## src/hdl/aokt_pkg.sv

```systemverilog
// Shared constants, codes and control types of the key translation table.
package aokt_pkg;

   localparam int SLOTS   = 1024;
   localparam int SLOT_W  = $clog2(SLOTS);
   localparam int COUNT_W = $clog2(SLOTS + 1);
   localparam int KEY_W   = 32;
   localparam int FUNC_W  = 2;

   localparam logic [KEY_W-1:0] OUTWARD_BASE = 32'h4000_0000;

   typedef enum logic [FUNC_W-1:0] {
      FUNC_APPEND  = 2'd0,
      FUNC_FORWARD = 2'd1,
      FUNC_REVERSE = 2'd2
   } func_type;

   typedef enum logic [1:0] {
      ADDR_FILL,
      ADDR_SLOT,
      ADDR_TOP,
      ADDR_NEXT
   } addr_sel_type;

   typedef enum logic [2:0] {
      RSP_FAIL,
      RSP_ASSIGNED,
      RSP_STORED,
      RSP_INVALID,
      RSP_FOUND
   } rsp_sel_type;

   typedef struct packed {
      logic         latch;
      logic         append;
      logic         scan_load;
      addr_sel_type addr_sel;
      logic         rsp_load;
      rsp_sel_type  rsp_sel;
   } dp_cmd_type;

   typedef struct packed {
      func_type func;
      logic     full;
      logic     fwd_in_range;
      logic     rev_trivial;
      logic     hit;
      logic     scan_last;
   } dp_status_type;

endpackage

```

## src/hdl/aokt_ctrl.sv

```systemverilog
// Controller: sequences append, forward lookup and the newest-first reverse scan.
module aokt_ctrl
   import aokt_pkg::*;
(
   input  logic          clock,
   input  logic          reset,
   input  logic          start,
   output logic          busy,
   output logic          rsp_strobe,
   output dp_cmd_type    cmd,
   input  dp_status_type sts
);

   typedef enum logic [1:0] {
      S_IDLE,
      S_EXEC,
      S_FWD_WAIT,
      S_SCAN
   } state_type;

   state_type state_ff;
   state_type state_in;
   logic      strobe_ff;
   logic      strobe_in;

   always_comb begin
      state_in      = state_ff;
      strobe_in     = 1'b0;
      cmd.latch     = 1'b0;
      cmd.append    = 1'b0;
      cmd.scan_load = 1'b0;
      cmd.addr_sel  = ADDR_FILL;
      cmd.rsp_load  = 1'b0;
      cmd.rsp_sel   = RSP_FAIL;

      unique case (state_ff)
         S_IDLE: begin
            if (start) begin
               cmd.latch = 1'b1;
               state_in  = S_EXEC;
            end
         end
         S_EXEC: begin
            unique case (sts.func)
               FUNC_APPEND: begin
                  cmd.rsp_load = 1'b1;
                  strobe_in    = 1'b1;
                  state_in     = S_IDLE;
                  if (!sts.full) begin
                     cmd.append  = 1'b1;
                     cmd.rsp_sel = RSP_ASSIGNED;
                  end
               end
               FUNC_FORWARD: begin
                  cmd.addr_sel = ADDR_SLOT;
                  if (sts.fwd_in_range) begin
                     state_in = S_FWD_WAIT;
                  end else begin
                     cmd.rsp_load = 1'b1;
                     strobe_in    = 1'b1;
                     state_in     = S_IDLE;
                  end
               end
               FUNC_REVERSE: begin
                  if (sts.rev_trivial) begin
                     cmd.rsp_load = 1'b1;
                     cmd.rsp_sel  = RSP_INVALID;
                     strobe_in    = 1'b1;
                     state_in     = S_IDLE;
                  end else begin
                     cmd.addr_sel  = ADDR_TOP;
                     cmd.scan_load = 1'b1;
                     state_in      = S_SCAN;
                  end
               end
               default: begin
                  cmd.rsp_load = 1'b1;
                  strobe_in    = 1'b1;
                  state_in     = S_IDLE;
               end
            endcase
         end
         S_FWD_WAIT: begin
            cmd.rsp_load = 1'b1;
            cmd.rsp_sel  = RSP_STORED;
            strobe_in    = 1'b1;
            state_in     = S_IDLE;
         end
         S_SCAN: begin
            // Compare the entry read last cycle while reading the next older one.
            priority if (sts.hit) begin
               cmd.rsp_load = 1'b1;
               cmd.rsp_sel  = RSP_FOUND;
               strobe_in    = 1'b1;
               state_in     = S_IDLE;
            end else if (sts.scan_last) begin
               cmd.rsp_load = 1'b1;
               cmd.rsp_sel  = RSP_INVALID;
               strobe_in    = 1'b1;
               state_in     = S_IDLE;
            end else begin
               cmd.addr_sel  = ADDR_NEXT;
               cmd.scan_load = 1'b1;
            end
         end
         default: begin
            state_in = S_IDLE;
         end
      endcase
   end

   always_ff @(posedge clock) begin
      if (reset) begin
         state_ff  <= S_IDLE;
         strobe_ff <= 1'b0;
      end else begin
         state_ff  <= state_in;
         strobe_ff <= strobe_in;
      end
   end

   assign busy       = (state_ff != S_IDLE);
   assign rsp_strobe = strobe_ff;

endmodule
```

## config.mk

```make
export PLATFORM = sky130hd
export DESIGN_NAME = aokt_ctrl
export DESIGN_NICKNAME = d
export VERILOG_FILES = /design/src/hdl/aokt_pkg.sv /design/src/hdl/aokt_ctrl.sv
export SDC_FILE = /design/constraint.sdc
export NUM_CORES = 1
export LEC_CHECK = 0
export ABC_AREA = 1
export CELL_PAD_IN_SITES_DETAIL_PLACEMENT = 0
export CELL_PAD_IN_SITES_GLOBAL_PLACEMENT = 1
export CORE_AREA = 2 2 39 41
export CTS_CLUSTER_DIAMETER = 80
export DETAILED_ROUTE_END_ITERATION = 6
export DIE_AREA = 0 0 41 43
export DONT_BUFFER_PORTS = 1
export MAX_ROUTING_LAYER = met4
export PLACE_DENSITY_LB_ADDON = 0.1
export SLEW_MARGIN = 20
export SYNTH_ARGS = -nofsm -noshare
export SYNTH_HDL_FRONTEND = slang
export SYNTH_SLANG_ARGS = --single-unit
```

## constraint.sdc

```tcl
create_clock -name clock -period 1.1 [get_ports clock]
set_input_delay 0.165 -clock clock [delete_from_list [all_inputs] [get_ports clock]]
set_output_delay 0.165 -clock clock [all_outputs]
set_load 0.02 [all_outputs]
```

==> out/results.ini, run 1 <==
[clocking]
tritoncts.num_buffers = 3
cts_clock_pin_slew_for_the_worst_setup_and_hold_paths_ns = 0.04
insertion_delay_ns = 0.24
root_buffer = clkbuf_4
ctsHtreeMaxLevel = 1
clock_sink_count = 3
number_of_buffers_on_the_longest_clock_path = 2
clock_tree_from_tritoncts = done

[grt]
overflow = 0
grt_pass1_wl_um = 1590
grt_max_degree = 6
track_usage_pct = 13.8
grt_pass1_vias = 424
antenna_found_initial = 0

[synth]
gate_count_post_synth = 54
yosysUniqueCellTypes = 12
post_synthesis_mean_instance_area_um2 = 5.65
synth_seq_area_share_pct = 19.7
yosys_warnings = 0
ff_latch_count_synth = 3
synth_nets = 67
synthesis.area_um2 = 305

[power]
p_seq_share_pct = 23.1
net-switching-power_uw = 178
cellPowerDensity_nw_per_um2 = 841
internal_power_uw = 345
power_switching_share_pct = 34.0
clockPowerShare_pct = 37.6
vdd_ir_drop_max_v = 0.000406
comb_power_share_pct = 39.3
leakagePower_uw = 0.000336

[flow_run]
drv_cap = 0

[worst_setup_path]
required_ns = 0.94
criticalPathCategory = reg -> out
start_kind = flip-flop
timing.critical_path.slowest_cell_delay_ns = 0.35
critPathSlowestCell = dfxtp_4
timing.critical_path.to_type = output port
crit_path_max_fanout = 5
crit_chain = inv_2, nor2_4, nand2_1, o211ai_1, buf_4
critical_path_arrival_ns = 1.16

[timing]
hold_violations = 0
timing.max_slew.rel_slack_pct = 73.6
max_clock_freq_ghz = 0.757
finalCritPeriodShare_pct = 120
worst_slack_ns = -0.221
fin_hold_ws_ns = 0.0680
max_slew.worst_pin.slew_ns = 0.395
count_of_pins_over_their_slew_limit = 0
final.min_clock_period_ns = 1.32
setup_viol = 11
finClkSkew_ns = 0.00813
unrepaired_setup_endpoints_after_global_routing = true

[finish]
nNetsFinal = 90
finalInstanceArea_um2 = 622
post_route_cells_drive_above_1_share_pct = 57.9
fillCellCount = 161
area_delta_synth_final_pct = 104
diodes = 0

[placement]
port-buffer-count = 0
gp_congestion = 0.646
placement.setup.worst_slack_ns = -0.108
place_hpwl_um = 707
dpl-instance-area_um2 = 408

[floorplanning]
die_area_um2 = 1760
die_width_um = 41
start_util_pct = 22.1
io_pins = 21
design.core.area_um2 = 1380
die_h_um = 43
num_rows = 14

[drt]
drc_violation_count_after_routing = 0
detail_route.vias_per_cell = 4.39
finalWirelength_um = 896
first_pass_iters = 4
drt_iter0_drc = 4
wl_per_cell_um = 9.74
vias = 404
antenna_violating_nets_post_route = 0

[run_status]
violations = setup timing
status = complete, but fails checks

[worst_hold_path]
hp-class = in -> reg

layer usage:
metal / wire [µm] / global-route usage [%] / vias up
met5: 0 / - / -
met4: 0 / 6.67 / 0
met3: 40 / 5.76 / 0
met2: 518 / 21.9 / 8
met1: 338 / 13.7 / 188
li1: - / - / 208
stage by stage:
step | cells | power [µW] | setup TNS (ns) | util (%)
3_3_place_gp | 79 | 254 | -0.184 | 29.5
2_1_floorplan | 54 | 213 | -0.0332 | -
3_5_place_dp | 79 | 253 | -0.218 | 29.5
5_1_grt | 92 | 562 | -2.29 | 44.9
6_report | 92 | 523 | -1.59 | 44.9
4_1_cts | 91 | 514 | -1.68 | 41.0
worst max-delay path, delay by kind of cell (launching register included):
| kind | cells | cell delay [ns] |
|---|---|---|
| flip-flops | 1 | 0.35 |
| AND/OR/NAND/NOR | 2 | 0.24 |
| buffers and inverters | 2 | 0.20 |
| AO/OA/AOI/OAI | 1 | 0.11 |
layout by cell type (no fill, tap or decap), types with 2 or more instances in the layout:
master    netlist  layout
buf_4           0      14
buf_6           0       3
clkbuf_4        0       3
dfxtp_4         0       2
ha_1            3       3
inv_1          14      10
inv_2           0       3
nand2_1        14       7
nand2_2         1       3
nand2_4         0       5
nand3_1         4       2
nor2_1          7       4
nor2_4          1       3
synthesized netlist by cell type, drive strengths merged:
cell | number | area [µm²]
a21oi | 3 | 15.0
o211ai | 1 | 7.51
nand2 | 15 | 58.8
dfxtp | 3 | 60.1
o21ai | 2 | 10.0
nor2 | 8 | 37.5
nand3 | 4 | 20.0
a31oi | 1 | 6.26
ha | 3 | 37.5
inv | 14 | 52.6
registers in the layout, indices dropped and copies added (netlist names):
| register | flops |
|---|---|
| state_ff | 2 |
| rsp_strobe | 1 |
power by group through the flow:
stage                     Clock [µW]  Sequential, µW  Combinational (µW)
after global placement             0             126                 129
after detailed placement           0             126                 127
after global routing             217             121                 224
final                            197             121                 206
after floorplan                    0             125                88.2
after CTS                        207             121                 187
area by class of cell:
type	instances	area (µm²)	area share (%)
multi-input combinational	37	304	48.9
timing repair buffer	18	149	23.9
inverter	14	55.1	8.85
clock buffer	4	26.3	4.23
tap	16	20.0	3.22
sequential	3	67.6	10.9
kinds of logic after synthesis:
kind of cell	Yosys count	share of synthesized area (%)
AO/OA/AOI/OAI	7	12.7
adder cells (fa/ha/maj)	3	12.3
buffers and inverters	14	17.2
flip-flops	3	19.7
AND/OR/NAND/NOR	27	38.1
what timing repair did:
item | CTS | global route
hold buffers | 1 | 0
setup buffers | 7 | 2
hold endpoints to repair | 2 | 0
gates resized for setup | 24 | 11
setup endpoints to repair | 10 | 13
pin swaps | 3 | 6
path summary, 6_finish.rpt:
| kind | startpoint | endpoint | slack [ns] | depth (start not counted) |
|---|---|---|---|---|
| worst max-delay path | state_ff[0] | cmd[0] | -0.22 | 5 |
| worst min register to register | state_ff[0] | state_ff[1] | 0.73 | 4 |
| worst max register to register | state_ff[0] | rsp_strobe | -0.04 | 7 |
| worst min-delay path | reset | state_ff[0] | 0.07 | 3 |
Note: power is estimated with default switching activity, not from simulation.
==> run 2: changes to the inputs <==
- CTS_BUF_LIST: default -> sky130_fd_sc_hd__clkbuf_8
==> run 2 against run 1 <==
Compared with the run above:
- the flow still finishes with violations (setup timing)
- hold slack got worse by 0.045 ns
- global-route usage decreased by 0.82 points
- final cell count decreased by 3.3%
- die area unchanged
- first-iteration DRC count decreased by 50%
- combinational power decreased by 8%
- cell area decreased by 1.8%
==> out/results.ini, run 2 (same netlist as run 1, synthesis figures left out) <==
[floorplanning]
start_util_pct = 22.1  ; unchanged
die_h_um = 43  ; unchanged
num_rows = 14  ; unchanged
die_area_um2 = 1760  ; unchanged
io_pins = 21  ; unchanged
design.core.area_um2 = 1380  ; unchanged
die_width_um = 41  ; unchanged

[finish]
nNetsFinal = 87  ; was 90
largest-register = state_ff  ; unchanged
diodes = 0  ; unchanged
most_common_library_cell_in_the_layout_ignoring_fill_and_taps = buf_4  ; unchanged
post_route_cells_drive_above_1_share_pct = 56.2  ; was 57.9%
finalInstanceArea_um2 = 611  ; was 622 µm²
area_delta_synth_final_pct = 100  ; was 104%
largest_register_ffs = 2  ; unchanged
mostFrequentLayoutCells = buf_4 (13), inv_1 (12), nand2_1 (7), nand2_4 (5), nor2_1 (4)  ; was buf_4 (14), inv_1 (10), nand2_1 (7), nand2_4 (5), nor2_1 (4)

[worst_setup_path]
required_ns = 0.94  ; about the same
timing.reg2reg.worst_path_depth = 7  ; unchanged
start_kind = flip-flop  ; unchanged
critical_path_arrival_ns = 1.15  ; was 1.16 ns
worst_r2r_endpoint = rsp_strobe  ; unchanged
reg2reg_start = state_ff[1]  ; was state_ff[0]
reg2reg_slack_ns = 0  ; was -0.04 ns
timing.critical_path.to_type = output port  ; unchanged
criticalPathCategory = reg -> out  ; unchanged
crit_path_max_fanout = 5  ; unchanged

[timing]
count_of_pins_over_their_slew_limit = 0  ; unchanged
setup_viol = 11  ; unchanged
fin_hold_ws_ns = 0.0235  ; was 0.0680 ns
unrepaired_setup_endpoints_after_global_routing = true  ; unchanged
final.min_clock_period_ns = 1.31  ; was 1.32 ns
worst_slack_ns = -0.215  ; was -0.221 ns
max_clock_freq_ghz = 0.760  ; was 0.757 GHz
finalCritPeriodShare_pct = 120  ; about the same
finClkSkew_ns = 0.00418  ; was 0.00813 ns
max_slew.worst_pin.slew_ns = 0.381  ; was 0.395 ns
timing.max_slew.rel_slack_pct = 74.5  ; was 73.6%
hold_violations = 0  ; unchanged

[power]
leakagePower_uw = 0.000330  ; was 0.000336 µW
cellPowerDensity_nw_per_um2 = 1020  ; was 841 nW/µm²
vdd_ir_drop_max_v = 0.000549  ; was 0.000406 V
fin_total_pwr_uw = 621  ; was 523 µW

[run_status]
status = complete, but fails checks  ; unchanged
violations = setup timing  ; unchanged

[clocking]
clock_sink_count = 3  ; unchanged
root_buffer = clkbuf_8  ; was clkbuf_4
ctsHtreeMaxLevel = 1  ; unchanged
insertion_delay_ns = 0.22  ; was 0.24 ns
tritoncts.num_buffers = 3  ; unchanged
clock_tree_from_tritoncts = done  ; unchanged
number_of_buffers_on_the_longest_clock_path = 2  ; unchanged
cts_clock_pin_slew_for_the_worst_setup_and_hold_paths_ns = 0.03  ; was 0.04 ns

[worst_hold_path]
min_path_cells = 1  ; was 3
hp-class = in -> reg  ; unchanged
hp-start = reset  ; unchanged
hold_path_endpoint = rsp_strobe  ; was state_ff[0]

[drt]
wl_per_cell_um = 10.1  ; was 9.74 µm
first_pass_iters = 3  ; was 4
finalWirelength_um = 895  ; was 896 µm
drt_iter0_drc = 2  ; was 4
antenna_violating_nets_post_route = 0  ; unchanged
detail_route.vias_per_cell = 4.38  ; was 4.39
drc_violation_count_after_routing = 0  ; unchanged
vias = 390  ; was 404

[placement]
gp_congestion = 0.646  ; unchanged
port-buffer-count = 0  ; unchanged
dpl-instance-area_um2 = 408  ; unchanged
place_hpwl_um = 707  ; unchanged

[flow_run]
drv_cap = 0  ; unchanged

[grt]
overflow = 0  ; unchanged
antenna_found_initial = 0  ; unchanged
track_usage_pct = 12.9  ; was 13.8%
grt_pass1_vias = 399  ; was 424
grt_max_degree = 6  ; unchanged
grt_pass1_wl_um = 1510  ; was 1590 µm

## run 2: cell count changes in the layout (fill, tap and decap cells not counted), sizes merged
cell    change
inv         +1
buf         -3
clkbuf      -1
## run 2: per-stage QoR
stage / cells / util [%] / setup TNS [ns] / setup WS (ns)
after floorplan: 54 / - / -0.0332 / -0.0332
after global placement: 79 / 29.5 / -0.184 / -0.121
after detailed placement: 79 / 29.5 / -0.218 / -0.108
after CTS: 87 / 39.2 / -1.43 / -0.225
after global routing: 89 / 44.1 / -2.01 / -0.278
final: 89 / 44.1 / -1.38 / -0.215
## run 2: what timing repair did
item | 4_1_cts | 5_1_grt
hold endpoints to repair | 0 | 1
endpoints found under the setup margin | 10 | 12
pin swaps | 2 | 5
cloned | 0 | 0
hold buffers | 0 | 1
gates resized for setup | 20 | 12
setup buffers | 4 | 2
## run 2: worst max-delay path, cell delays in order (launching register included)
cell      delay, ns
dfxtp_4        0.36
inv_2          0.04
nor2_4         0.13
nand2_1        0.13
o211ai_1       0.11
buf_4          0.16
## run 2: report_power, final
part | total (µW) | internal [µW] | switching [µW]
sequential | 122 | 114 | 8.93
clock | 310 | 238 | 72.6
combinational | 189 | 83.4 | 105
total | 621 | 435 | 187
## run 2: routing by layer
layer	share of wire [%]	up-vias	track usage, %
met1	39	175	13.4
met5	0	-	-
met2	55	10	19.7
met4	0.89	0	6.67
li1	-	203	-
met3	5.4	2	5.76
## run 2: cell type report
type,count,area [µm²]
Multi-Input combinational cell,37,304
Clock buffer,3,41.3
Clock inverter,1,3.75
Sequential cell,3,67.6
Tap cell,16,20.0
Fill cell,162,773
Inverter,14,55.1
Timing Repair Buffer,15,119
## run 2: worst max-delay path by stage
stage,from,endpoint,slack (ns),depth (start not counted)
after CTS,state_ff[0],cmd[0],-0.23,5
after floorplan,state_ff[0],cmd[0],-0.03,4
final,state_ff[0],cmd[0],-0.21,5
after global routing,state_ff[0],cmd[0],-0.28,5
after detailed placement,sts[5],cmd[3],-0.11,6
after global placement,sts[5],cmd[3],-0.12,6
